File: src/sv/lz78_variable_width_encoder_defines.svh
// Assertion macros shared by the encoder modules.
`ifndef LZ78_VARIABLE_WIDTH_ENCODER_DEFINES_SVH
`define LZ78_VARIABLE_WIDTH_ENCODER_DEFINES_SVH

// Check a property on every clock outside reset.
`define LZVW_ASSERT(lbl, prop, msg) \
  lbl: assert property (@(posedge clk_i) disable iff (!rst_ni) (prop)) else $error(msg);

// Check a property on every clock, reset included.
`define LZVW_ASSERT_ALWAYS(lbl, prop, msg) \
  lbl: assert property (@(posedge clk_i) (prop)) else $error(msg);

`endif

File: src/sv/lzvw_pkg.sv
// Shared types and constants of the LZ78 encoder.
package lzvw_pkg;

  localparam int unsigned VAL_W  = 24;  // holds the widest code plus one byte
  localparam int unsigned NB_W   = 5;
  localparam int unsigned BUF_W  = 32;
  localparam int unsigned FILL_W = 6;

  localparam logic [7:0] ASCII_ZERO = 8'h30;

  typedef struct packed {
    logic [VAL_W-1:0] value;
    logic [NB_W-1:0]  nbits;
    logic             flush;
  } cmd_t;

endpackage

File: src/sv/lzvw_cmd_fifo.sv
// Two-entry queue of packing commands between dictionary and packer.
module lzvw_cmd_fifo (
  input  logic          clk_i,
  input  logic          rst_ni,
  input  logic          push_i,
  input  lzvw_pkg::cmd_t cmd_i,
  output logic          full_o,
  input  logic          pop_i,
  output logic          valid_o,
  output lzvw_pkg::cmd_t cmd_o
);
  import lzvw_pkg::*;

  cmd_t       mem_q [2];
  logic       wr_ptr_q, rd_ptr_q;
  logic [1:0] cnt_q;
  logic       do_push, do_pop;

  assign full_o  = (cnt_q == 2'd2);
  assign valid_o = (cnt_q != 2'd0);
  assign cmd_o   = mem_q[rd_ptr_q];
  assign do_push = push_i && !full_o;
  assign do_pop  = pop_i && valid_o;

  always_ff @(posedge clk_i) begin
    if (do_push) begin
      mem_q[wr_ptr_q] <= cmd_i;
    end
  end

  always_ff @(posedge clk_i or negedge rst_ni) begin
    if (!rst_ni) begin
      wr_ptr_q <= 1'b0;
      rd_ptr_q <= 1'b0;
      cnt_q    <= 2'd0;
    end else begin
      if (do_push) wr_ptr_q <= ~wr_ptr_q;
      if (do_pop)  rd_ptr_q <= ~rd_ptr_q;
      unique case ({do_push, do_pop})
        2'b10:   cnt_q <= cnt_q + 2'd1;
        2'b01:   cnt_q <= cnt_q - 2'd1;
        default: cnt_q <= cnt_q;
      endcase
    end
  end

endmodule

File: config.mk
export PLATFORM = sky130hd
export DESIGN_NAME = lzvw_cmd_fifo
export DESIGN_NICKNAME = d
export VERILOG_FILES = /design/src/sv/lz78_variable_width_encoder_defines.svh /design/src/sv/lzvw_pkg.sv /design/src/sv/lzvw_cmd_fifo.sv
export SDC_FILE = /design/constraint.sdc
export NUM_CORES = 1
export LEC_CHECK = 0
export ABC_AREA = 0
export BUFFER_PORTS_ARGS = -buffer_cell sky130_fd_sc_hd__buf_2
export CAP_MARGIN = 5
export CORE_UTILIZATION = 55
export CTS_CLUSTER_SIZE = 16
export DETAILED_ROUTE_END_ITERATION = 7
export GPL_ROUTABILITY_DRIVEN = 1
export PLACE_DENSITY = 0.8
export SETUP_SLACK_MARGIN = 0.15
export SLEW_MARGIN = 40
export SYNTH_ARGS = -nofsm -noshare
export SYNTH_HDL_FRONTEND = slang
export SYNTH_SLANG_ARGS = --single-unit
File: constraint.sdc
create_clock -name clk_i -period 5.5 [get_ports clk_i]
set_clock_uncertainty 0.2 [all_clocks]
set_input_delay 0.825 -clock clk_i [delete_from_list [all_inputs] [get_ports clk_i]]
set_output_delay 0.825 -clock clk_i [all_outputs]
set_load 0.01 [all_outputs]
==> metrics.md, run 1 <==
| Metric | Value |
|---|---|
| Die H | `67.5 microns` |
| Launching point of the worst reg2reg path | `cnt_q[0]$_DFFE_PN0P_` |
| DIE AREA | `4560 sq um` |
| F_max | `346 MHz` |
| Simple-Gate Fraction of Synth Area | `0.0164` |
| Post-synthesis instance area | `2360 sq um` |
| Reg2reg setup slack | `3.75 ns` |
| Main synth FF type | `edfxtp_1` |
| Die width | `67.5 microns` |
| P&R area growth vs syn | `25.2%` |
| Min cycle time layout | `2.89 ns` |
| Outcome | `complete, no violations` |
| Diode count | `0` |
| Relative slew slack | `0.651` |
| Leakage | `1.15 nW` |
| Yosys warning count | `0` |
| CTS resizes | `0` |
| DRC marker count from the first detailed-route iteration | `66` |
| Post-route DRC | `0` |
| Total number of vias | `1231` |
| Final Max Slew Viols | `0` |
| Most frequent cell after synthesis | `edfxtp_1` |
| GR Overflow Total | `0` |
| First-pass iteration count of the detailed router | `4` |
| Fin. Hold Viols | `0` |
| Fin Setup TNS | `0 ns` |
| Clock Sink Count | `64` |
| NumNets Final | `222` |
| Hold Crit Class | `input port to async pin` |
| Fraction of the mapped netlist area in compound gates | `0` |
| Peak supply drop | `0.331 mV` |
| Top post-synthesis cells by area | `edfxtp_1 76%, mux2_2 14%, dfrtp_1 4.2%, xnor2_1 1.1%, buf_4 0.95%` |
| Worst EP required | `4.47 ns` |
| Clk buf depth | `2` |
| Final hold slack | `0.0955 ns` |
| Critical path class | `register to output port` |
| Largest net degree at the start of global routing | `31` |
| Core Util, Final | `0.728` |
| Multiplexer area fraction after synthesis | `0.143` |
| Leading area contributor after synthesis | `edfxtp_1` |
| Adder-Cell Fraction of Synth Area | `0.00530` |
| CTS tree | `built` |
| Yosys cell types | `14` |
| Vias in the first global route | `1276` |
| Worst slew pin tran | `0.524 ns` |
| # setup viols final | `0` |
| Vias per std cell | `5.09` |
| Antenna Nets Post-Route | `0` |
| Number of port buffers | `65` |
| Fraction of layout cells with a size suffix above 1 | `0.583` |
| Post-Synthesis Cells | `111` |
| Synthesized area per cell | `21.3 sq um` |
| RSZ-0062 raised after global routing | `no` |
| Seq/Total Area, Yosys | `0.806` |
| Synth Net Count | `146` |
| CTS clk-pin slew, worst paths | `0.06 ns` |
| Main combinational cell family by area after synthesis | `multiplexers` |
| R2R cell count | `4` |
| Final instance area | `2960 sq um` |
| Post-CTS setup buffers | `0` |
| Hold buffer count at cts | `0` |
| Routed WL | `3.86 mm` |
| Max-cap violations | `0` |
| Arrival time worst endpoint | `1.87 ns` |
| Core Area | `4060 sq um` |
| Synth Register Bits | `64` |
| Fin crit share | `0.525` |
| Worst reg2reg path endpoint | `mem_q[0][29]$_DFFE_PP_` |
| Clk root buf | `clkbuf_8` |
| H-Tree Level Count | `3` |
| IO Count | `66` |
| XOR/XNOR Fraction of Synth Area | `0.0185` |
| GRT Total Usage | `0.189` |
| Pwr per Cell Area | `536 nW/um^2` |
| CP Launch Point | `rd_ptr_q$_DFFE_PN0P_` |
| Final HPWL DP | `2.68 mm` |
| Placed Cells incl. Taps | `226` |
| Top cells by count, synth | `60 x edfxtp_1, 30 x mux2_2, 4 x dfrtp_1` |
| Number of synthesized flops with an enable pin | `60` |
| Non-filler instance count after layout | `242` |
| First-pass GRT wire length | `5.69 mm` |
| Cell Area, Placed | `2750 sq um` |
| Initial antenna violation count | `0` |
| GPL Wtd Cong | `0.745` |
| Area share of the largest cell type after synthesis | `0.763` |
| Worst Path Max Fanout | `18` |
| Crit end category | `output port` |
| Starting Density | `0.582` |
| Avg WL per Cell | `15.9 microns` |
| Clock buffer count from CTS | `9` |
| Worst skew pair latency | `0.32 ns` |
| Asr flop ratio synth | `0.0625` |
| Row count | `23` |
| Fill cells | `266` |
| Worst setup SP type | `register` |
-- per-stage QoR --
step | setup slack (ns) | total power, W
3_3_place_gp | 2.95 | 0.00117
5_1_grt | 2.47 | 0.00167
6_report | 2.61 | 0.00158
2_1_floorplan | 2.69 | 0.00102
4_1_cts | 2.57 | 0.00160
3_5_place_dp | 2.94 | 0.00119
-- sequential cells by signal (all words and copies together) (netlist names) --
| name | count |
|---|---|
| mem_q | 60 |
| rd_ptr_q | 1 |
| wr_ptr_q | 1 |
| cnt_q | 2 |
-- critical path, stage by stage, from the launching register on --
cell and delay [ns]:
dfrtp_1 0.67, buf_4 0.35, mux2_2 0.37, buf_2 0.14
-- report_power, final --
part / switching [W] / total (W) / internal (W)
registers: 0.0000531 / 0.000723 / 0.000669
logic: 0.000229 / 0.000451 / 0.000222
clock network: 0.000156 / 0.000409 / 0.000253
-- final cells by class --
| cell class | instances | area [sq um] | share of cell area |
|---|---|---|---|
| Clock inverter | 4 | 68.8 | 0.0233 |
| Multi-Input combinational cell | 43 | 435 | 0.147 |
| Tap cell | 50 | 62.6 | 0.0212 |
| Inverter | 1 | 3.75 | 0.00127 |
| Clock buffer | 12 | 135 | 0.0457 |
| Timing Repair Buffer | 68 | 348 | 0.118 |
| Sequential cell | 64 | 1900 | 0.644 |
-- cell usage in the layout, fill, tap and decap left out, drive strengths merged --
cell	count
nand2	1
nor2	2
xnor2	3
mux2	30
and2	1
bufinv	2
buf	68
dfrtp	4
edfxtp	60
and3	1
or2	1
clkbuf	12
nand2b	1
ha	1
clkinv	2
xor2	2
inv	1
-- cell families after synthesis --
kind of cell             count (synthesis)
XOR/XNOR                                 5
adder cells (fa/ha/maj)                  1
buffers and inverters                    4
flip-flops                              64
multiplexers                            30
AND/OR/NAND/NOR                          7
-- worst max path at each step --
stage	endpoint	slack, ns
floorplan	mem_q[0][0]$_DFFE_PP_	2.69
global placement	cmd_o[1]	2.95
detailed placement	cmd_o[1]	2.94
CTS	cmd_o[1]	2.57
global route	cmd_o[1]	2.47
finish	cmd_o[1]	2.61
-- per-layer routing --
layer  GRT usage  wire (microns)  vias to the layer above
li1            -               -                      583
met3      0.0625             283                       10
met4       0.141             112                        0
met1       0.215            1520                      586
met2       0.295            1940                       52
met5           0               0                        -
No activity file was read; power rests on OpenSTA's default activity.
==> run 2: changes to the inputs <==
--- a/config.mk
+++ b/config.mk
@@ -5,14 +5,14 @@
 export SDC_FILE = /design/constraint.sdc
 export NUM_CORES = 1
 export LEC_CHECK = 0
-export ABC_AREA = 0
+export ABC_AREA = 1
 export BUFFER_PORTS_ARGS = -buffer_cell sky130_fd_sc_hd__buf_2
 export CAP_MARGIN = 5
-export CORE_UTILIZATION = 55
+export CORE_UTILIZATION = 51
 export CTS_CLUSTER_SIZE = 16
 export DETAILED_ROUTE_END_ITERATION = 7
 export GPL_ROUTABILITY_DRIVEN = 1
-export PLACE_DENSITY = 0.8
+export PLACE_DENSITY = 0.74
 export SETUP_SLACK_MARGIN = 0.15
 export SLEW_MARGIN = 40
 export SYNTH_ARGS = -nofsm -noshare
==> constraint.sdc (replaced) <==
create_clock -name clk_i -period 2.9 [get_ports clk_i]
set_clock_uncertainty 0.2 [all_clocks]
set_input_delay 0.435 -clock clk_i [delete_from_list [all_inputs] [get_ports clk_i]]
set_output_delay 0.435 -clock clk_i [all_outputs]
set_load 0.01 [all_outputs]
==> run 2 against run 1 <==
Net effect: the flow now finishes with violations (DRC); area after synthesis up 1.5%; global-route usage decreased by 1.7 points; register-to-register slack lost 2.5 ns; flip-flop and latch count unchanged; sequential power is 83% higher; critical path depth increased by 1; synthesized cell count grew 69%; count of clock-buffer cells in the layout is 1 lower; routed wire length increased by 3.2%; critical endpoint is now cmd_o[8]; largest power group unchanged.
==> metrics.md, run 2 <==
| Metric | Value |
|---|---|
| XOR/XNOR Fraction of Synth Area | `0.00366` |
| Fin Setup TNS | `0 ns` |
| Leakage | `1.34 nW` |
| Leading area contributor after synthesis | `edfxtp_1` |
| Regs by FF count | `mem_q: 60 flops, cnt_q: 2 flops` |
| Worst EP required | `2.27 ns` |
| Final HPWL DP | `2.47 mm` |
| GR Overflow Total | `0` |
| Pwr per Cell Area | `1000 nW/um^2` |
| Arrival time worst endpoint | `1.44 ns` |
| Slowest CP cell | `inv_2` |
| Fraction of layout cells with a size suffix above 1 | `0.311` |
| First-pass iteration count of the detailed router | `6` |
| CP most frequent cell | `nand2_1` |
| CTS clk-pin slew, worst paths | `0.07 ns` |
| Hold Crit Class | `input port to register` |
| Core Util, Final | `0.669` |
| Place WS | `1.15 ns` |
| GPL Wtd Cong | `0.747` |
| Number of synthesized flops with an enable pin | `60` |
| Min cycle time layout | `2.08 ns` |
| Commonest non-fill, non-tap cell in the layout | `nand2_1` |
| Max-cap violations | `0` |
| Vias in the first global route | `1378` |
| IO Count | `66` |
| Non-filler instance count after layout | `319` |
| Yosys cell types | `12` |
| Top reg by flops | `mem_q` |
| Number of port buffers | `65` |
| Core Area | `4440 sq um` |
| GRT Total Usage | `0.171` |
| DIE AREA | `4980 sq um` |
| Post-Synthesis Cells | `188` |
| Routed WL | `3.98 mm` |
| Delay-heaviest family, CP | `buffers and inverters` |
| Top cells by count, synth | `100 x nand2_1, 60 x edfxtp_1, 7 x inv_1` |
| H-Tree Level Count | `3` |
| Synth Net Count | `223` |
| Starting Density | `0.539` |
| CP max stage delay | `0.40 ns` |
| Critical path class | `register to output port` |
| Worst Path Max Fanout | `31` |
| Worst setup SP type | `register` |
| Antenna Nets Post-Route | `0` |
| Adder-Cell Fraction of Synth Area | `0.00522` |
| Main synth FF type | `edfxtp_1` |
| NumNets Final | `297` |
| Fin crit share | `0.717` |
| Top post-synthesis cells by area | `edfxtp_1 75%, nand2_1 16%, dfrtp_1 4.2%, buf_2 1.3%, inv_1 1.1%` |
| Diode count | `0` |
| Post-route DRC | `10` |
| Fill cells | `335` |
| CTS resizes | `0` |
| Asr flop ratio synth | `0.0625` |
| Clk buf depth | `2` |
| Initial antenna violation count | `0` |
| Simple-Gate Fraction of Synth Area | `0.169` |
| Synth Register Bits | `64` |
| RSZ-0062 raised after global routing | `no` |
| Worst slew pin tran | `0.525 ns` |
| Yosys warning count | `0` |
| Clk root buf | `clkbuf_8` |
| CTS tree | `built` |
| Relative slew slack | `0.650` |
| First-pass GRT wire length | `6.18 mm` |
| Area share of the largest cell type after synthesis | `0.752` |
| Max FFs per register | `60` |
| Crit end category | `output port` |
| Largest net degree at the start of global routing | `32` |
| Die H | `70.5 microns` |
| # setup viols final | `0` |
| Vias per std cell | `4.78` |
| Violated checks | `DRC` |
| Worst skew pair latency | `0.32 ns` |
| Clock Sink Count | `64` |
| Multiplexer area fraction after synthesis | `0` |
| Critical path, cell by cell | `inv_2, nand2_1, nand2_1, buf_2` |
| Clock buffer count from CTS | `9` |
| Outcome | `finished with violations` |
| Final WS setup | `0.821 ns` |
| Fraction of the mapped netlist area in compound gates | `0.00209` |
| DRC marker count from the first detailed-route iteration | `138` |
| Commonest cells after routing, fill and taps aside | `100 x nand2_1, 65 x buf_2, 60 x edfxtp_1, 9 x clkbuf_8, 7 x inv_1` |
| F_max | `481 MHz` |
| Fin. Hold Viols | `0` |
| Main combinational cell family by area after synthesis | `simple AND/OR/NAND/NOR gates` |
| Row count | `24` |
| Synthesized area per cell | `12.7 sq um` |
| Peak supply drop | `0.611 mV` |
| P&R area growth vs syn | `24.2%` |
| Buf/Inv on CP | `2` |
| Die width | `70.5 microns` |
| Placed Cells incl. Taps | `302` |
| Seq/Total Area, Yosys | `0.794` |
| Total number of vias | `1524` |
| Final Max Slew Viols | `0` |
| Avg WL per Cell | `12.5 microns` |
| Post-synthesis instance area | `2400 sq um` |
| Most frequent cell after synthesis | `nand2_1` |
[run 2: per-layer routing]
metal	track usage	vias up	wire length, microns
li1	-	769	-
met1	0.210	702	1720
met2	0.266	47	1910
met3	0.0655	6	302
met4	0.0911	0	49
met5	0	-	0
[run 2: where the power goes]
part           total (W)  leakage [nW]  switching (W)  internal, W
clock network   0.000688        0.0922       0.000300     0.000389
registers        0.00132         0.606      0.0000591      0.00127
logic           0.000969         0.640       0.000639     0.000330
[run 2: worst register-to-register path: stages (launching register included)]
cell and delay, ns:
dfrtp_1 0.38, inv_1 0.11, nor2_1 0.07, inv_1 0.06
nand3_1 0.08, inv_1 0.07, buf_4 0.35
[run 2: logic make-up after synthesis]
kind of cell | after synthesis
AND/OR/NAND/NOR | 106
buffers and inverters | 15
AO/OA/AOI/OAI | 1
flip-flops | 64
XOR/XNOR | 1
adder cells (fa/ha/maj) | 1
[run 2: repair_timing]
action                    4_1_cts  5_1_grt
hold buffers                    1        0
buffers inserted                0        0
hold endpoints to repair        4        0
[run 2: area by class of cell]
cell class / instances / area (sq um) / area share
multi-input combinational: 109 / 438 / 0.147
tap: 52 / 65.1 / 0.0219
clock inverter: 5 / 47.5 / 0.0160
inverter: 9 / 33.8 / 0.0114
sequential: 64 / 1900 / 0.639
timing repair buffer: 69 / 358 / 0.120
clock buffer: 11 / 131 / 0.0442
[run 2: metrics by stage]
step | hold WS, ns | area, sq um | total power (W)
after floorplan | -0.0606 | 2400 | 0.00195
after global placement | 0.0482 | 2790 | 0.00231
after detailed placement | 0.0482 | 2790 | 0.00233
after CTS | 0.0812 | 2980 | 0.00302
after global routing | 0.0784 | 2980 | 0.00317
final | 0.0951 | 2980 | 0.00298
[run 2: worst paths after layout]
| kind | from | endpoint | slack, ns | cells past startpoint |
|---|---|---|---|---|
| worst max-delay path | rd_ptr_q$_DFFE_PN0P_ | cmd_o[8] | 0.82 | 4 |
| worst min-delay path | cmd_i[14] | mem_q[0][14]$_DFFE_PP_ | 0.1 | 1 |
| worst max register to register | cnt_q[1]$_DFFE_PN0P_ | mem_q[0][24]$_DFFE_PP_ | 1.22 | 6 |
| min in group asynchronous | rst_ni | wr_ptr_q$_DFFE_PN0P_ | 0.24 | 2 |
| max in group asynchronous | rst_ni | rd_ptr_q$_DFFE_PN0P_ | 2.14 | 2 |
| worst min register to register | cnt_q[1]$_DFFE_PN0P_ | cnt_q[1]$_DFFE_PN0P_ | 0.27 | 2 |
==> run 3: changes to the inputs <==
--- a/config.mk
+++ b/config.mk
@@ -5,14 +5,14 @@
 export SDC_FILE = /design/constraint.sdc
 export NUM_CORES = 1
 export LEC_CHECK = 0
-export ABC_AREA = 1
+export ABC_AREA = 0
 export BUFFER_PORTS_ARGS = -buffer_cell sky130_fd_sc_hd__buf_2
 export CAP_MARGIN = 5
-export CORE_UTILIZATION = 51
+export CORE_UTILIZATION = 46
 export CTS_CLUSTER_SIZE = 16
 export DETAILED_ROUTE_END_ITERATION = 7
 export GPL_ROUTABILITY_DRIVEN = 1
-export PLACE_DENSITY = 0.74
+export PLACE_DENSITY = 0.71
 export SETUP_SLACK_MARGIN = 0.15
 export SLEW_MARGIN = 40
 export SYNTH_ARGS = -nofsm -noshare
==> constraint.sdc (replaced) <==
create_clock -name clk_i -period 1.7 [get_ports clk_i]
set_clock_uncertainty 0.2 [all_clocks]
set_input_delay 0.255 -clock clk_i [delete_from_list [all_inputs] [get_ports clk_i]]
set_output_delay 0.255 -clock clk_i [all_outputs]
set_load 0.01 [all_outputs]
==> run 3 against run 2 <==
Net effect: the run ends with setup timing left; clock power up 48%; die area up 9.0%; combinational power rose to 2.8 times the previous value; worst setup slack worse by 1.0 ns; utilization up 9.4 points; cell count down 5.0%; register-to-register slack worse by 1.2 ns; first-iteration DRC count down 65%; via count down 6.8%; critical path type unchanged.
==> metrics.md, run 3 (synthesized netlist as in run 1, its figures left out) <==
| Metric | Value |
|---|---|
| Final HPWL DP | `2.62 mm` |
| RSZ-0062 raised after global routing | `yes` |
| Commonest non-fill, non-tap cell in the layout | `edfxtp_1` |
| Launching point of the worst reg2reg path | `cnt_q[1]$_DFFE_PN0P_` |
| DIE AREA | `5420 sq um` |
| Fill cells | `294` |
| Worst EP required | `1.24 ns` |
| CTS tree | `built` |
| Outcome | `finished with violations` |
| DRC marker count from the first detailed-route iteration | `48` |
| Number of port buffers | `65` |
| Min cycle time layout | `1.91 ns` |
| H-Tree Level Count | `3` |
| Worst skew pair latency | `0.33 ns` |
| NumNets Final | `268` |
| Pwr per Cell Area | `1630 nW/um^2` |
| Starting Density | `0.490` |
| Largest net degree at the start of global routing | `18` |
| Max-cap violations | `0` |
| Top reg by flops | `mem_q` |
| GRT Total Usage | `0.201` |
| Worst slew pin tran | `0.247 ns` |
| Crit end category | `output port` |
| Relative slew slack | `0.835` |
| Avg WL per Cell | `16.3 microns` |
| # setup viols final | `30` |
| Routed WL | `4.93 mm` |
| Post-route DRC | `0` |
| Place WS | `-0.103 ns` |
| R2R cell count | `6` |
| Regs by FF count | `mem_q: 60 flops, cnt_q: 2 flops` |
| Commonest cells after routing, fill and taps aside | `60 x edfxtp_1, 39 x buf_2, 31 x dlygate4sd3_1, 30 x mux2_2, 29 x buf_6` |
| F_max | `525 MHz` |
| Violated checks | `setup timing` |
| Vias in the first global route | `1561` |
| Clk root buf | `clkbuf_8` |
| Core Util, Final | `0.764` |
| P&R area growth vs syn | `55.9%` |
| Leakage | `1.43 nW` |
| First-pass iteration count of the detailed router | `4` |
| Placed Cells incl. Taps | `247` |
| First-pass GRT wire length | `7.49 mm` |
| Final WS setup | `-0.206 ns` |
| Clock buffer count from CTS | `9` |
| Core Area | `4820 sq um` |
| Critical path class | `register to output port` |
| Clock Sink Count | `64` |
| Antenna Nets Post-Route | `0` |
| Worst setup SP type | `register` |
| Fin crit share | `1.12` |
| Hold Crit Class | `input port to async pin` |
| Peak supply drop | `1.03 mV` |
| Diode count | `0` |
| Worst reg2reg path endpoint | `cnt_q[1]$_DFFE_PN0P_` |
| Pwr Total | `0.00601 W` |
| Total number of vias | `1421` |
| Vias per std cell | `4.69` |
| Max FFs per register | `60` |
| Initial antenna violation count | `0` |
| Reg2reg setup slack | `0.01 ns` |
| IO Count | `66` |
| CTS clk-pin slew, worst paths | `0.06 ns` |
| Die H | `73.6 microns` |
| GPL Wtd Cong | `0.662` |
| Worst Path Max Fanout | `9` |
| Arrival time worst endpoint | `1.45 ns` |
| Non-filler instance count after layout | `303` |
| Row count | `25` |
| GR Overflow Total | `0` |
| Fin. Hold Viols | `0` |
| Clk buf depth | `2` |
| Fraction of layout cells with a size suffix above 1 | `0.564` |
| Die width | `73.6 microns` |
| Final Max Slew Viols | `0` |
run 3: changes by cell type in the layout (fill, tap and decap cells not counted), moves of 4 or more:
cell / change
inv_1: -7
buf_2: -26
buf_6: +29
buf_4: +4
nand2_1: -100
mux2_2: +30
buf_12: +5
dlygate4sd3_1: +30
run 3: critical path, cell delays in order, from the launching register on:
cell and delay, ns:
dfrtp_2 0.40, buf_12 0.12, buf_12 0.12, mux2_2 0.35, buf_6 0.12
run 3: metal layers:
metal / up-vias / global-route usage / routed length (microns)
met5: - / 0 / 0
met4: 0 / 0.103 / 79
met3: 7 / 0.0466 / 215
met2: 55 / 0.335 / 2510
met1: 684 / 0.244 / 2130
li1: 675 / - / -
run 3: metrics by stage:
stage          instance area (sq um)  hold slack [ns]  setup TNS (ns)
4_1_cts                         3630           0.0324           -6.04
3_5_place_dp                    2880           -0.130           -3.05
5_1_grt                         3680           0.0568           -7.12
6_report                        3680           0.0586           -5.74
2_1_floorplan                   2390           -0.241               0
3_3_place_gp                    2880           -0.137          -0.905
run 3: area by class of cell:
cell class	instances	area (sq um)	share of cell area
flip-flops and latches	64	1900	0.517
repair buffers	113	1040	0.283
multi-input cells	44	503	0.137
clock buffers	12	135	0.0367
well taps	67	83.8	0.0228
clock inverters	2	8.76	0.00238
inverters	1	6.26	0.00170
run 3: worst max path at each step:
stage / start / slack, ns / cells past startpoint / end
after detailed placement: cnt_q[1]$_DFFE_PN0P_ / -0.10 / 2 / mem_q[1][6]$_DFFE_PP_
final: rd_ptr_q$_DFFE_PN0P_ / -0.21 / 4 / cmd_o[5]
after floorplan: cnt_q[0]$_DFFE_PN0P_ / 0.02 / 3 / mem_q[0][0]$_DFFE_PP_
after global routing: rd_ptr_q$_DFFE_PN0P_ / -0.25 / 4 / cmd_o[1]
after global placement: cnt_q[1]$_DFFE_PN0P_ / -0.03 / 2 / mem_q[1][6]$_DFFE_PP_
after CTS: rd_ptr_q$_DFFE_PN0P_ / -0.21 / 4 / cmd_o[7]
run 3: where the power goes:
part	total (W)	switching [W]	internal, W	leakage (nW)
sequential	0.00229	0.000124	0.00217	0.603
combinational	0.00270	0.00109	0.00161	0.750
clock	0.00102	0.000510	0.000506	0.0737
run 3: timing repair:
| item | in CTS | in global routing |
|---|---|---|
| resized for setup | 34 | 5 |
| pin swaps | 2 | 5 |
| setup endpoints to repair | 81 | 63 |
| endpoints found under the hold margin | 64 | 0 |
| setup buffers | 5 | 3 |
| hold buffers | 31 | 0 |
| gates cloned | 3 | 0 |
