<file path="src/sv/lz78_variable_width_encoder_defines.svh">
// Assertion macros shared by the encoder modules.
`ifndef LZ78_VARIABLE_WIDTH_ENCODER_DEFINES_SVH
`define LZ78_VARIABLE_WIDTH_ENCODER_DEFINES_SVH

// Check a property on every clock outside reset.
`define LZVW_ASSERT(lbl, prop, msg) \
  lbl: assert property (@(posedge clk_i) disable iff (!rst_ni) (prop)) else $error(msg);

// Check a property on every clock, reset included.
`define LZVW_ASSERT_ALWAYS(lbl, prop, msg) \
  lbl: assert property (@(posedge clk_i) (prop)) else $error(msg);

`endif

</file>
<file path="src/sv/lzvw_pkg.sv">
// Shared types and constants of the LZ78 encoder.
package lzvw_pkg;

  localparam int unsigned VAL_W  = 24;  // holds the widest code plus one byte
  localparam int unsigned NB_W   = 5;
  localparam int unsigned BUF_W  = 32;
  localparam int unsigned FILL_W = 6;

  localparam logic [7:0] ASCII_ZERO = 8'h30;

  typedef struct packed {
    logic [VAL_W-1:0] value;
    logic [NB_W-1:0]  nbits;
    logic             flush;
  } cmd_t;

endpackage

</file>
<file path="src/sv/lzvw_pack.sv">
// Back end: packs command bits into bytes and sends the tail byte and bit-count digit.
`include "lz78_variable_width_encoder_defines.svh"
module lzvw_pack (
  input  logic           clk_i,
  input  logic           rst_ni,
  input  lzvw_pkg::cmd_t cmd_i,
  input  logic           cmd_valid_i,
  output logic           cmd_pop_o,
  output logic [7:0]     out_byte_o,
  output logic           end_of_stream_o,
  output logic           out_valid_o,
  input  logic           out_ready_i
);
  import lzvw_pkg::*;

  typedef enum logic [3:0] {
    P_IDLE  = 4'b0001,
    P_DRAIN = 4'b0010,
    P_TAIL  = 4'b0100,
    P_DIGIT = 4'b1000
  } pstate_e;

  pstate_e           state_q, state_d;
  logic [BUF_W-1:0]  buf_q, buf_d;
  logic [FILL_W-1:0] fill_q, fill_d, fill_less;
  logic              flush_q, flush_d;
  logic              out_valid_q, out_valid_d, eos_q, eos_d;
  logic [7:0]        out_byte_q, out_byte_d;
  logic              can_emit;
  logic [BUF_W-1:0]  mask_less, mask_fill, top_shift;

  assign can_emit   = !out_valid_q || out_ready_i;
  assign fill_less  = fill_q - FILL_W'(8);
  assign mask_less  = ~({BUF_W{1'b1}} << fill_less);
  assign mask_fill  = ~({BUF_W{1'b1}} << fill_q);
  assign top_shift  = buf_q >> fill_less;
  assign cmd_pop_o  = (state_q == P_IDLE) && cmd_valid_i;

  always_comb begin
    state_d     = state_q;
    buf_d       = buf_q;
    fill_d      = fill_q;
    flush_d     = flush_q;
    out_byte_d  = out_byte_q;
    eos_d       = eos_q;
    out_valid_d = out_valid_q && !out_ready_i;
    unique case (state_q)
      P_IDLE: begin
        if (cmd_valid_i) begin
          buf_d   = (buf_q << cmd_i.nbits) | BUF_W'(cmd_i.value);
          fill_d  = fill_q + FILL_W'(cmd_i.nbits);
          flush_d = cmd_i.flush;
          state_d = P_DRAIN;
        end
      end
      P_DRAIN: begin
        if (fill_q > FILL_W'(8)) begin
          if (can_emit) begin
            out_byte_d  = top_shift[7:0];
            eos_d       = 1'b0;
            out_valid_d = 1'b1;
            fill_d      = fill_less;
            buf_d       = buf_q & mask_less;
          end
        end else begin
          state_d = flush_q ? P_TAIL : P_IDLE;
        end
      end
      P_TAIL: begin
        if (can_emit) begin
          out_byte_d  = 8'(buf_q & mask_fill);
          eos_d       = 1'b0;
          out_valid_d = 1'b1;
          state_d     = P_DIGIT;
        end
      end
      P_DIGIT: begin
        if (can_emit) begin
          out_byte_d  = ASCII_ZERO + 8'(fill_q);
          eos_d       = 1'b1;
          out_valid_d = 1'b1;
          buf_d       = '0;
          fill_d      = '0;
          flush_d     = 1'b0;
          state_d     = P_IDLE;
        end
      end
      default: state_d = P_IDLE;
    endcase
  end

  always_ff @(posedge clk_i or negedge rst_ni) begin
    if (!rst_ni) begin
      state_q     <= P_IDLE;
      buf_q       <= '0;
      fill_q      <= '0;
      flush_q     <= 1'b0;
      out_valid_q <= 1'b0;
    end else begin
      state_q     <= state_d;
      buf_q       <= buf_d;
      fill_q      <= fill_d;
      flush_q     <= flush_d;
      out_valid_q <= out_valid_d;
    end
  end

  always_ff @(posedge clk_i) begin
    out_byte_q <= out_byte_d;
    eos_q      <= eos_d;
  end

  assign out_byte_o      = out_byte_q;
  assign end_of_stream_o = eos_q;
  assign out_valid_o     = out_valid_q;

  `LZVW_ASSERT(a_idle_fill, (state_q == P_IDLE) |-> fill_q <= FILL_W'(8), "idle with full byte")
  `LZVW_ASSERT(a_digit_range, (out_valid_o && end_of_stream_o) |-> out_byte_o <= ASCII_ZERO + 8'd8, "bad digit")

endmodule

</file>
<file path="config.mk">
export PLATFORM = sky130hd
export DESIGN_NAME = lzvw_pack
export DESIGN_NICKNAME = d
export VERILOG_FILES = /design/src/sv/lzvw_pkg.sv /design/src/sv/lzvw_pack.sv
export VERILOG_INCLUDE_DIRS = /design/src /design/src/sv
export SDC_FILE = /design/constraint.sdc
export NUM_CORES = 1
export LEC_CHECK = 0
export ABC_AREA = 1
export ABC_CLOCK_PERIOD_IN_PS = 2000
export BUFFER_PORTS_ARGS = -buffer_cell sky130_fd_sc_hd__buf_2
export CAP_MARGIN = 40
export CORE_MARGIN = 2
export CORE_UTILIZATION = 41
export CTS_CLUSTER_SIZE = 24
export DETAILED_ROUTE_END_ITERATION = 16
export PLACE_DENSITY = 0.59
export SLEW_MARGIN = 0
export SYNTH_ARGS = -nofsm -noshare
export SYNTH_HDL_FRONTEND = slang
export SYNTH_SLANG_ARGS = --single-unit
</file>
<file path="constraint.sdc">
create_clock -name clk_i -period 2 [get_ports clk_i]
set_input_delay 0.4 -clock clk_i [delete_from_list [all_inputs] [get_ports clk_i]]
set_output_delay 0.4 -clock clk_i [all_outputs]
set_load 0.005 [all_outputs]
</file>
==> results of run 1 <==
## worst max-delay path, cell delays in order, from the launching register on
cell and delay (ns):
dfstp_2 0.54, inv_1 0.07, nor2_2 0.11, nand2_2 0.09, nor2_2 0.10, buf_6 0.17
buf_2 0.13
## metal layers
metal	wire (um)	up-vias	global-route usage
met2	10300	369	0.424
li1	-	3701	-
met1	9810	3419	0.395
met5	0	-	0
met4	586	0	0.0899
met3	2210	43	0.0489
## synth_stat cells, types with 4 or more instances
| cell type | count | area share |
|---|---|---|
| ha_1 | 10 | 0.020 |
| nand2_1 | 404 | 0.25 |
| nor2_2 | 10 | 0.010 |
| o21ai_0 | 42 | 0.034 |
| inv_1 | 81 | 0.049 |
| buf_4 | 6 | 0.0073 |
| buf_1 | 4 | 0.0024 |
| clkbuf_1 | 5 | 0.0030 |
| inv_2 | 12 | 0.0073 |
| dfrtp_1 | 43 | 0.17 |
| nand3_1 | 228 | 0.19 |
| a21oi_1 | 30 | 0.024 |
| o21ai_1 | 22 | 0.018 |
| buf_2 | 43 | 0.035 |
| a31oi_1 | 5 | 0.0051 |
| nand4_1 | 10 | 0.010 |
| nor2_1 | 62 | 0.038 |
| o211ai_1 | 27 | 0.033 |
| edfxtp_1 | 9 | 0.044 |
## final timing paths
check,slack [ns],cells past startpoint,end,from
setup / recovery,0.1,6,cmd_pop_o,state_q[0]$_DFFE_PN1P_
hold / removal,0.33,3,flush_q$_DFFE_PN0P_,cmd_i[0]
setup reg to reg,0.1,7,out_byte_o[1]$_DFFE_PP_,fill_q[2]$_DFFE_PN0P_
hold reg to reg,0.52,2,flush_q$_DFFE_PN0P_,flush_q$_DFFE_PN0P_
max in group asynchronous,1.05,3,state_q[0]$_DFFE_PN1P_,rst_ni
min in group asynchronous,0.45,2,buf_q[7]$_DFFE_PN0P_,rst_ni
## cells by family after synthesis
logic type,Yosys count,synth area share
AO/OA/AOI/OAI,133,0.123
XOR/XNOR,5,0.00833
adder cells (fa/ha/maj),11,0.0236
buffers and inverters,154,0.109
flip-flops,53,0.223
multiplexers,1,0.00162
AND/OR/NAND/NOR,732,0.512
## sequential cells by signal (all words and copies together), names as in the netlist, named ones only
signal           cells
fill_q               6
buf_q               30
out_byte_o           8
end_of_stream_o      1
flush_q              1
out_valid_o          1
state_q              4
## metrics by stage
step | std cells | hold slack [ns]
2_1_floorplan | 1089 | 0.104
3_3_place_gp | 1313 | 0.232
3_5_place_dp | 1313 | 0.230
4_1_cts | 1322 | 0.318
5_1_grt | 1328 | 0.335
6_report | 1328 | 0.327
## power by group
group          switching [W]  internal, W
Clock               0.000408     0.000501
Sequential          0.000636      0.00163
Combinational        0.00511      0.00315
Total                0.00615      0.00528
## cell type report
| class | count | area, sq um | area share |
|---|---|---|---|
| sequential | 53 | 1380 | 0.191 |
| multi-input combinational | 882 | 4170 | 0.579 |
| inverter | 94 | 353 | 0.0491 |
| clock buffer | 7 | 143 | 0.0198 |
| clock inverter | 1 | 6.26 | 0.000870 |
| timing repair buffer | 107 | 917 | 0.128 |
| tap | 184 | 230 | 0.0320 |
## repair_timing
item | CTS | global route
endpoints found under the hold margin | 3 | 0
setup buffers | 0 | 4
gates resized for setup | 0 | 25
hold buffers | 1 | 0
setup endpoints to repair | 0 | 29
==> reports/qor.txt, run 1 <==
Final nets = 1188
Die ar. = 16000 sq um
commonest non-fill, non-tap cell in the layout = nand2_1
vias in the first global route = 6625
io pins = 45
antenna-violating nets left = 0
fin crit period = 1.90 ns
final setup skew = 0.00500 ns
root buffer cell = clkbuf_16
post-route cell area = 7190 sq um
crit start category = flop
sequential-to-total area share from yosys stat = 0.223
Initial DRC Count = 899
clock sink count = 53
peak supply drop = 0.00115 V
Highest Clock Rate = 525 MHz
Setup TNS Final = 0 ns
synth warn = 0
DR DRC count = 0
#FFs+latches synth = 53
Netlist cell types = 42
CP Capture Type = output pin
actual slew at the worst max-slew pin = 0.557 ns
Synth Cell Area = 6160 sq um
CP arrival = 1.50 ns
outcome = finished clean
share of synthesized registers carrying an async set or reset = 0.830
DR pass1 iterations = 7
Num CTS Buffers = 5
Leak Pwr = 3.65 nW
GRT overflow = 0
max-cap violations = 0
All-Layer GR Usage = 0.277
Antenna Cells = 0
vias per cell = 5.67
num rows = 44
syn_nets = 1134
via count = 7532
Rel. slew slack = 0.625
core area = 14600 sq um
number of synthesized flops with an enable pin = 9
initial antenna violation count = 0
most frequent cells in the layout = 398 x nand2_1, 228 x nand3_1, 78 x inv_1, 58 x nor2_1, 44 x buf_2
clock buffer depth = 2
port bufs = 44
Crit path required time = 1.60 ns
Slew Limit Fails = 0
Worst-Skew Late Latency = 0.30 ns
Die Span X = 127 um
Starting Density = 0.422
Period Utilization, post-route = 0.952
# setup viols final = 0
RSZ-0062 raised after global routing = yes
Worst Path Max Fanout = 8
clk slew on worst S/H paths = 0.07 ns
Final Hold Fails = 0
Final Util = 0.493
placed cell area = 6860 sq um
syn avg cell area = 5.66 sq um
WS Path Type = flop to output pin
mean routed wirelength per cell = 17.2 um
CTS tree = built
dpl hpwl = 17.8 mm
Final WS setup = 0.0956 ns
H-tree level count = 2
global-route wire length before repair = 35.3 mm
pre-CTS WS = 0.0420 ns
Fillers = 1549
power per cell area = 1590 nW/um^2
Power, Total = 0.0114 W
Area Growth Syn to Fin = 16.7%
Die Y = 127 um
Hold Crit Class = input pin to flop
largest net degree at the start of global routing = 47
Post-Syn Instances = 1089
layout cell share with drive strength beyond 1 = 0.148
final WL = 22.9 mm
dominant synthesized flop cell = dfrtp_1
Final GP Congestion = 0.940
Power figures use the tool's default switching activity.
==> run 2: changes to the inputs <==
==> constraint.sdc (replaced) <==
create_clock -name clk_i -period 2 [get_ports clk_i]
set_input_delay 0.1 -clock clk_i [delete_from_list [all_inputs] [get_ports clk_i]]
set_output_delay 0.1 -clock clk_i [all_outputs]
set_load 0.005 [all_outputs]
==> run 2 against run 1 <==
  * Global-route usage is 0.58 points higher
  * Clock power hardly changed
  * Sequential share of layout area is 0.51 points higher
  * Critical path depth is 5 higher
  * Die area stayed put
  * Clock-buffer cell count is 2 lower
  * Fmax is 0.13% lower
  * Final area is 2.7% lower
  * Non-clock buffer count is 5 lower
  * Sequential cell count stayed put
  * Power is 4.0% lower
==> reports/qor.txt, run 2 (synthesis results as in run 1) <==
outcome = finished clean
Antenna Cells = 0 (unchanged)
crit start category = flop
max reg flops = 30 (unchanged)
# setup viols final = 0 (unchanged)
clock buffer depth = 2 (unchanged)
Starting Density = 0.422 (unchanged)
Area Growth Syn to Fin = 13.6%
Worst-Skew Late Latency = 0.31 ns (about the same)
Slew Limit Fails = 0 (unchanged)
most frequent cells in the layout = 402 x nand2_1, 228 x nand3_1, 79 x inv_1, 60 x nor2_1, 50 x buf_4
port bufs = 44 (unchanged)
Die ar. = 16000 sq um (unchanged)
Setup TNS Final = 0 ns (unchanged)
clk slew on worst S/H paths = 0.08 ns (about the same)
root buffer cell = clkbuf_16
fin crit period = 1.91 ns (+0.00248 ns)
All-Layer GR Usage = 0.282 (+0.00582)
reg2reg start = fill_q[4]$_DFFE_PN0P_
Worst Hold Endpoint = flush_q$_DFFE_PN0P_
Final Hold Fails = 0 (unchanged)
Hold Startpoint = cmd_i[0]
actual slew at the worst max-slew pin = 0.584 ns (+0.0272 ns)
DR pass1 iterations = 5 (-2)
largest net degree at the start of global routing = 45 (-4.3%)
vias in the first global route = 6527 (-1.5%)
clock sink count = 53 (unchanged)
WS Path Type = flop to flop
DR DRC count = 0 (unchanged)
mean routed wirelength per cell = 17.3 um (+0.37%)
Highest Clock Rate = 524 MHz (-0.13%)
initial antenna violation count = 0 (unchanged)
Fillers = 1635 (+5.6%)
Crit path required time = 2.04 ns (+0.44 ns)
Die Y = 127 um (unchanged)
CTS tree = built
global-route wire length before repair = 35.7 mm (+1.0%)
Largest regs = buf_q (30), out_byte_o (8), fill_q (6)
Initial DRC Count = 1027 (+14%)
num rows = 44 (unchanged)
antenna-violating nets left = 0 (unchanged)
H-tree level count = 2 (unchanged)
io pins = 45 (unchanged)
Leak Pwr = 3.57 nW (-2.2%)
final setup skew = 0.0116 ns (+0.00656 ns)
hold depth = 3 (unchanged)
via count = 7471 (-0.81%)
Final nets = 1183 (-0.42%)
vias per cell = 5.65 (-0.44%)
Final GP Congestion = 0.964 (+2.6%)
Hold Crit Class = input pin to flop
max-cap violations = 0 (unchanged)
Worst path max stage delay = 0.39 ns (-0.15 ns)
layout cell share with drive strength beyond 1 = 0.136 (-0.0116)
CP Capture Type = flop
power per cell area = 1570 nW/um^2 (-1.4%)
peak supply drop = 0.00120 V (+5.0%)
Final Util = 0.480 (-0.0131)
Slowest-stage cell, CP = dfrtp_1
commonest non-fill, non-tap cell in the layout = nand2_1
CP arrival = 1.94 ns (+0.44 ns)
Worst Path Max Fanout = 8 (unchanged)
dpl hpwl = 17.8 mm (+0.32%)
Reg-to-Reg End = out_byte_o[5]$_DFFE_PP_
core area = 14600 sq um (unchanged)
Num CTS Buffers = 5 (unchanged)
Period Utilization, post-route = 0.953 (+0.00124)
Reg2Reg Setup Slack = 0.09 ns (about the same)
R2R depth = 11 (+4)
Rel. slew slack = 0.610 (-0.0147)
GRT overflow = 0 (unchanged)
final WL = 22.9 mm (about the same)
Die Span X = 127 um (unchanged)
critical path, cell by cell = inv_2 -> ha_4 -> inv_1 -> o21ai_2 -> nand2_1 -> nand2_2 -> o21ai_2 -> a21oi_1 -> nand2_1 -> nor2_2 -> buf_12
Most flops, register = buf_q
## run 2: cell types whose count changed in the layout (fill, tap and decap cells not counted), sizes merged
| cell | before | now |
|---|---|---|
| buf | 104 | 101 |
| clkbuf | 9 | 5 |
| clkinv | 1 | 3 |
## run 2: area by class of cell
| class | instances | area [sq um] | share of cell area |
|---|---|---|---|
| Sequential cell | 53 | 1370 | 0.196 |
| Timing Repair Buffer | 102 | 737 | 0.105 |
| Inverter | 94 | 355 | 0.0508 |
| Clock inverter | 3 | 21.3 | 0.00304 |
| Multi-Input combinational cell | 882 | 4160 | 0.594 |
| Clock buffer | 5 | 125 | 0.0179 |
| Tap cell | 184 | 230 | 0.0329 |
## run 2: repair_timing
action                                  4_1_cts  5_1_grt
setup buffers                                 0        2
gates resized for setup                       0       17
hold buffers                                  1        0
endpoints found under the hold margin        43        0
endpoints found under the setup margin        0       37
## run 2: where the power goes
group / internal (W) / switching (W) / total (W) / leakage (nW)
clock: 0.000468 / 0.000442 / 0.000910 / 0.0718
sequential: 0.00163 / 0.000658 / 0.00228 / 0.644
combinational: 0.00277 / 0.00501 / 0.00778 / 2.85
## run 2: worst max path at each step
stage / startpoint / end / slack, ns
after floorplan: fill_q[4]$_DFFE_PN0P_ / out_byte_o[0]$_DFFE_PP_ / 0.08
after global placement: fill_q[0]$_DFFE_PN0P_ / out_byte_o[6]$_DFFE_PP_ / 0.07
after detailed placement: fill_q[4]$_DFFE_PN0P_ / out_byte_o[7]$_DFFE_PP_ / 0.04
after CTS: fill_q[4]$_DFFE_PN0P_ / out_byte_o[3]$_DFFE_PP_ / 0.001
after global routing: fill_q[4]$_DFFE_PN0P_ / out_byte_o[3]$_DFFE_PP_ / -0.01
final: fill_q[4]$_DFFE_PN0P_ / out_byte_o[5]$_DFFE_PP_ / 0.09
## run 2: through the flow
stage          hold WS (ns)  instances  cell area [sq um]  setup WS [ns]  total power (W)
2_1_floorplan        -0.196       1089               6160         0.0830          0.00725
3_3_place_gp          0.220       1312               6790         0.0695          0.00974
3_5_place_dp          0.219       1312               6790         0.0440          0.00976
4_1_cts             0.00370       1321               6940        0.00134           0.0107
5_1_grt              0.0213       1323               7000        -0.0104           0.0120
6_report             0.0128       1323               7000         0.0931           0.0110
## run 2: metal layers
layer | global-route usage | vias up | part of all wire
li1 | - | 3699 | -
met1 | 0.399 | 3409 | 0.45
met2 | 0.444 | 328 | 0.45
met3 | 0.0553 | 35 | 0.079
met4 | 0.0685 | 0 | 0.022
met5 | 0 | - | 0
## run 2: worst max-delay path: cells and delay by family (launching register included)
kind / cells / cell delay (ns)
AND/OR/NAND/NOR: 4 / 0.41
flip-flops: 1 / 0.39
AO/OA/AOI/OAI: 3 / 0.37
buffers and inverters: 3 / 0.31
adder cells (fa/ha/maj): 1 / 0.14
==> run 3: changes to the inputs <==
--- a/config.mk
+++ b/config.mk
@@ -9,9 +9,10 @@
 export ABC_AREA = 1
 export ABC_CLOCK_PERIOD_IN_PS = 2000
 export BUFFER_PORTS_ARGS = -buffer_cell sky130_fd_sc_hd__buf_2
-export CAP_MARGIN = 40
+export CAP_MARGIN = 20
 export CORE_MARGIN = 2
 export CORE_UTILIZATION = 41
+export CTS_BUF_LIST = sky130_fd_sc_hd__clkbuf_2
 export CTS_CLUSTER_SIZE = 24
 export DETAILED_ROUTE_END_ITERATION = 16
 export PLACE_DENSITY = 0.59
==> run 3 against run 2 <==
  * Cell count rose by 2.5%
  * Highest routed layer unchanged
  * Die area unchanged
  * Register-to-register slack got worse by 0.04 ns
  * Non-clock buffer count increased by 33
  * Via count increased by 2.5%
  * Clock skew up 0.027 ns
  * Power fell by 0.77%
  * Largest power group unchanged
==> reports/qor.txt, run 3 (synthesis results as in run 1) <==
Fillers = 1608 (-1.7%)
Most flops, register = buf_q
crit start category = flop
final WL = 23.4 mm (+2.5%)
most frequent cells in the layout = 402 x nand2_1, 228 x nand3_1, 78 x inv_1, 59 x nor2_1, 52 x buf_4
H-tree level count = 2 (unchanged)
power per cell area = 1490 nW/um^2 (-4.9%)
core area = 14600 sq um (unchanged)
clock buffer depth = 2 (unchanged)
Worst Path Max Fanout = 10 (+2)
dpl hpwl = 17.8 mm (unchanged)
Antenna Cells = 0 (unchanged)
vias in the first global route = 6758 (+3.5%)
post-route cell area = 7300 sq um (+4.3%)
Die Y = 127 um (unchanged)
Hold Crit Class = input pin to flop
Reg-to-Reg End = out_byte_o[6]$_DFFE_PP_
global-route wire length before repair = 36.7 mm (+3.0%)
max reg flops = 30 (unchanged)
Final Hold Fails = 0 (unchanged)
Final nets = 1216 (+2.8%)
Leak Pwr = 3.69 nW (+3.5%)
CP arrival = 2.28 ns (+0.34 ns)
Worst Setup EP = out_byte_o[6]$_DFFE_PP_
actual slew at the worst max-slew pin = 0.577 ns (-0.00774 ns)
largest net degree at the start of global routing = 45 (unchanged)
Setup TNS Final = 0 ns (unchanged)
CP Capture Type = flop
Largest regs = buf_q (30), out_byte_o (8), fill_q (6)
vias per cell = 5.65 (about the same)
Area Growth Syn to Fin = 18.5%
DR DRC count = 0 (unchanged)
CTS tree = built
port bufs = 44 (unchanged)
Reg2Reg Setup Slack = 0.05 ns (-0.04 ns)
Period Utilization, post-route = 0.973 (+0.0198)
Worst-Skew Late Latency = 0.53 ns (+0.22 ns)
GRT overflow = 0 (unchanged)
area taken by multi-input logic gates = 4200 sq um (+1.1%)
register area = 1370 sq um (unchanged)
GRT Max-Usage Layer = met2
Num CTS Buffers = 5 (unchanged)
Starting Density = 0.422 (unchanged)
clk slew on worst S/H paths = 0.31 ns (+0.23 ns)
Die ar. = 16000 sq um (unchanged)
Initial DRC Count = 988 (-3.8%)
WS Path Type = flop to flop
max-cap violations = 0 (unchanged)
routing usage on met1 = 0.416 (+0.0171)
peak supply drop = 0.00128 V (+6.1%)
Slew Limit Fails = 0 (unchanged)
reg2reg start = fill_q[3]$_DFFE_PN0P_
DR pass1 iterations = 6 (+1)
fin crit period = 1.95 ns (+0.0397 ns)
outcome = finished clean
Critical Path Start = fill_q[3]$_DFFE_PN0P_
final setup skew = 0.0382 ns (+0.0266 ns)
Final GP Congestion = 0.964 (unchanged)
num rows = 44 (unchanged)
R2R depth = 12 (+1)
clock sink count = 53 (unchanged)
Crit path required time = 2.34 ns (+0.30 ns)
All-Layer GR Usage = 0.290 (+0.00757)
RSZ-0062 raised after global routing = yes
pre-CTS WS = 0.0440 ns (unchanged)
Final WS setup = 0.0535 ns (-0.0397 ns)
commonest non-fill, non-tap cell in the layout = nand2_1
hold depth = 6 (+3)
Rel. slew slack = 0.616 (+0.00516)
layout cell share with drive strength beyond 1 = 0.142 (+0.00555)
io pins = 45 (unchanged)
placed cell area = 6790 sq um (unchanged)
initial antenna violation count = 0 (unchanged)
via count = 7658 (+2.5%)
mean routed wirelength per cell = 17.3 um (about the same)
antenna-violating nets left = 0 (unchanged)
Highest Clock Rate = 514 MHz (-2.0%)
met3 usage = 0.0456 (-0.00970)
met2 Track Usage GR = 0.456 (+0.0120)
Die Span X = 127 um (unchanged)
root buffer cell = clkbuf_2
# setup viols final = 0 (unchanged)
==> run 3: how the worst min path moves through the flow <==
stage              from                          to  slack [ns]
2_1_floorplan    rst_ni  asynchronous set/reset pin       -0.20
3_3_place_gp     rst_ni        buf_q[7]$_DFFE_PN0P_        0.22
3_5_place_dp     rst_ni        buf_q[7]$_DFFE_PN0P_        0.22
4_1_cts        cmd_i[4]        buf_q[2]$_DFFE_PN0P_       0.007
5_1_grt        cmd_i[4]        buf_q[2]$_DFFE_PN0P_        0.09
6_report       cmd_i[4]        buf_q[2]$_DFFE_PN0P_        0.05
==> run 3: critical path, stage by stage (launching register included) <==
cell and delay (ns):
dfrtp_1 0.44, inv_2 0.06, buf_4 0.15, ha_1 0.32
inv_1 0.10, buf_4 0.19, o21ai_1 0.08, inv_1 0.05
nand3_1 0.08, nand2_1 0.07, inv_1 0.04, nand2_1 0.10
nand2_1 0.07
==> run 3: timing repair <==
action / 4_1_cts / 5_1_grt
hold endpoints to repair: 75 / 0
setup endpoints to repair: 3 / 38
gates cloned: 1 / 0
setup buffers: 3 / 3
hold buffers: 29 / 0
pin swaps: 1 / 8
gates resized for setup: 6 / 23
==> run 3: area by class of cell <==
class                           instances  area share
Clock buffer                            5     0.00343
Sequential cell                        53       0.188
Multi-Input combinational cell        882       0.576
Timing Repair Buffer                  135       0.150
Clock inverter                          3     0.00291
Tap cell                              184      0.0315
Inverter                               94      0.0483
==> run 3: where the power goes <==
group / switching, W / total [W] / internal [W] / leakage (nW)
combinational: 0.00512 / 0.00811 / 0.00300 / 3.01
clock: 0.000402 / 0.000492 / 0.0000903 / 0.0310
sequential: 0.000663 / 0.00228 / 0.00162 / 0.644
total: 0.00618 / 0.0109 / 0.00471 / 3.69
==> run 3: per-layer routing <==
layer	share of wire	vias to the layer above
li1	-	3756
met5	0	-
met2	0.46	334
met1	0.45	3537
met3	0.072	31
met4	0.020	0
==> run 3: stage by stage <==
stage | std cells | power (W) | hold slack [ns] | util
final | 1356 | 0.0109 | 0.0494 | 0.501
after global placement | 1312 | 0.00974 | 0.220 | 0.465
after global routing | 1356 | 0.0119 | 0.0869 | 0.501
after CTS | 1353 | 0.0105 | 0.00695 | 0.494
after floorplan | 1089 | 0.00725 | -0.196 | -
after detailed placement | 1312 | 0.00976 | 0.219 | 0.465
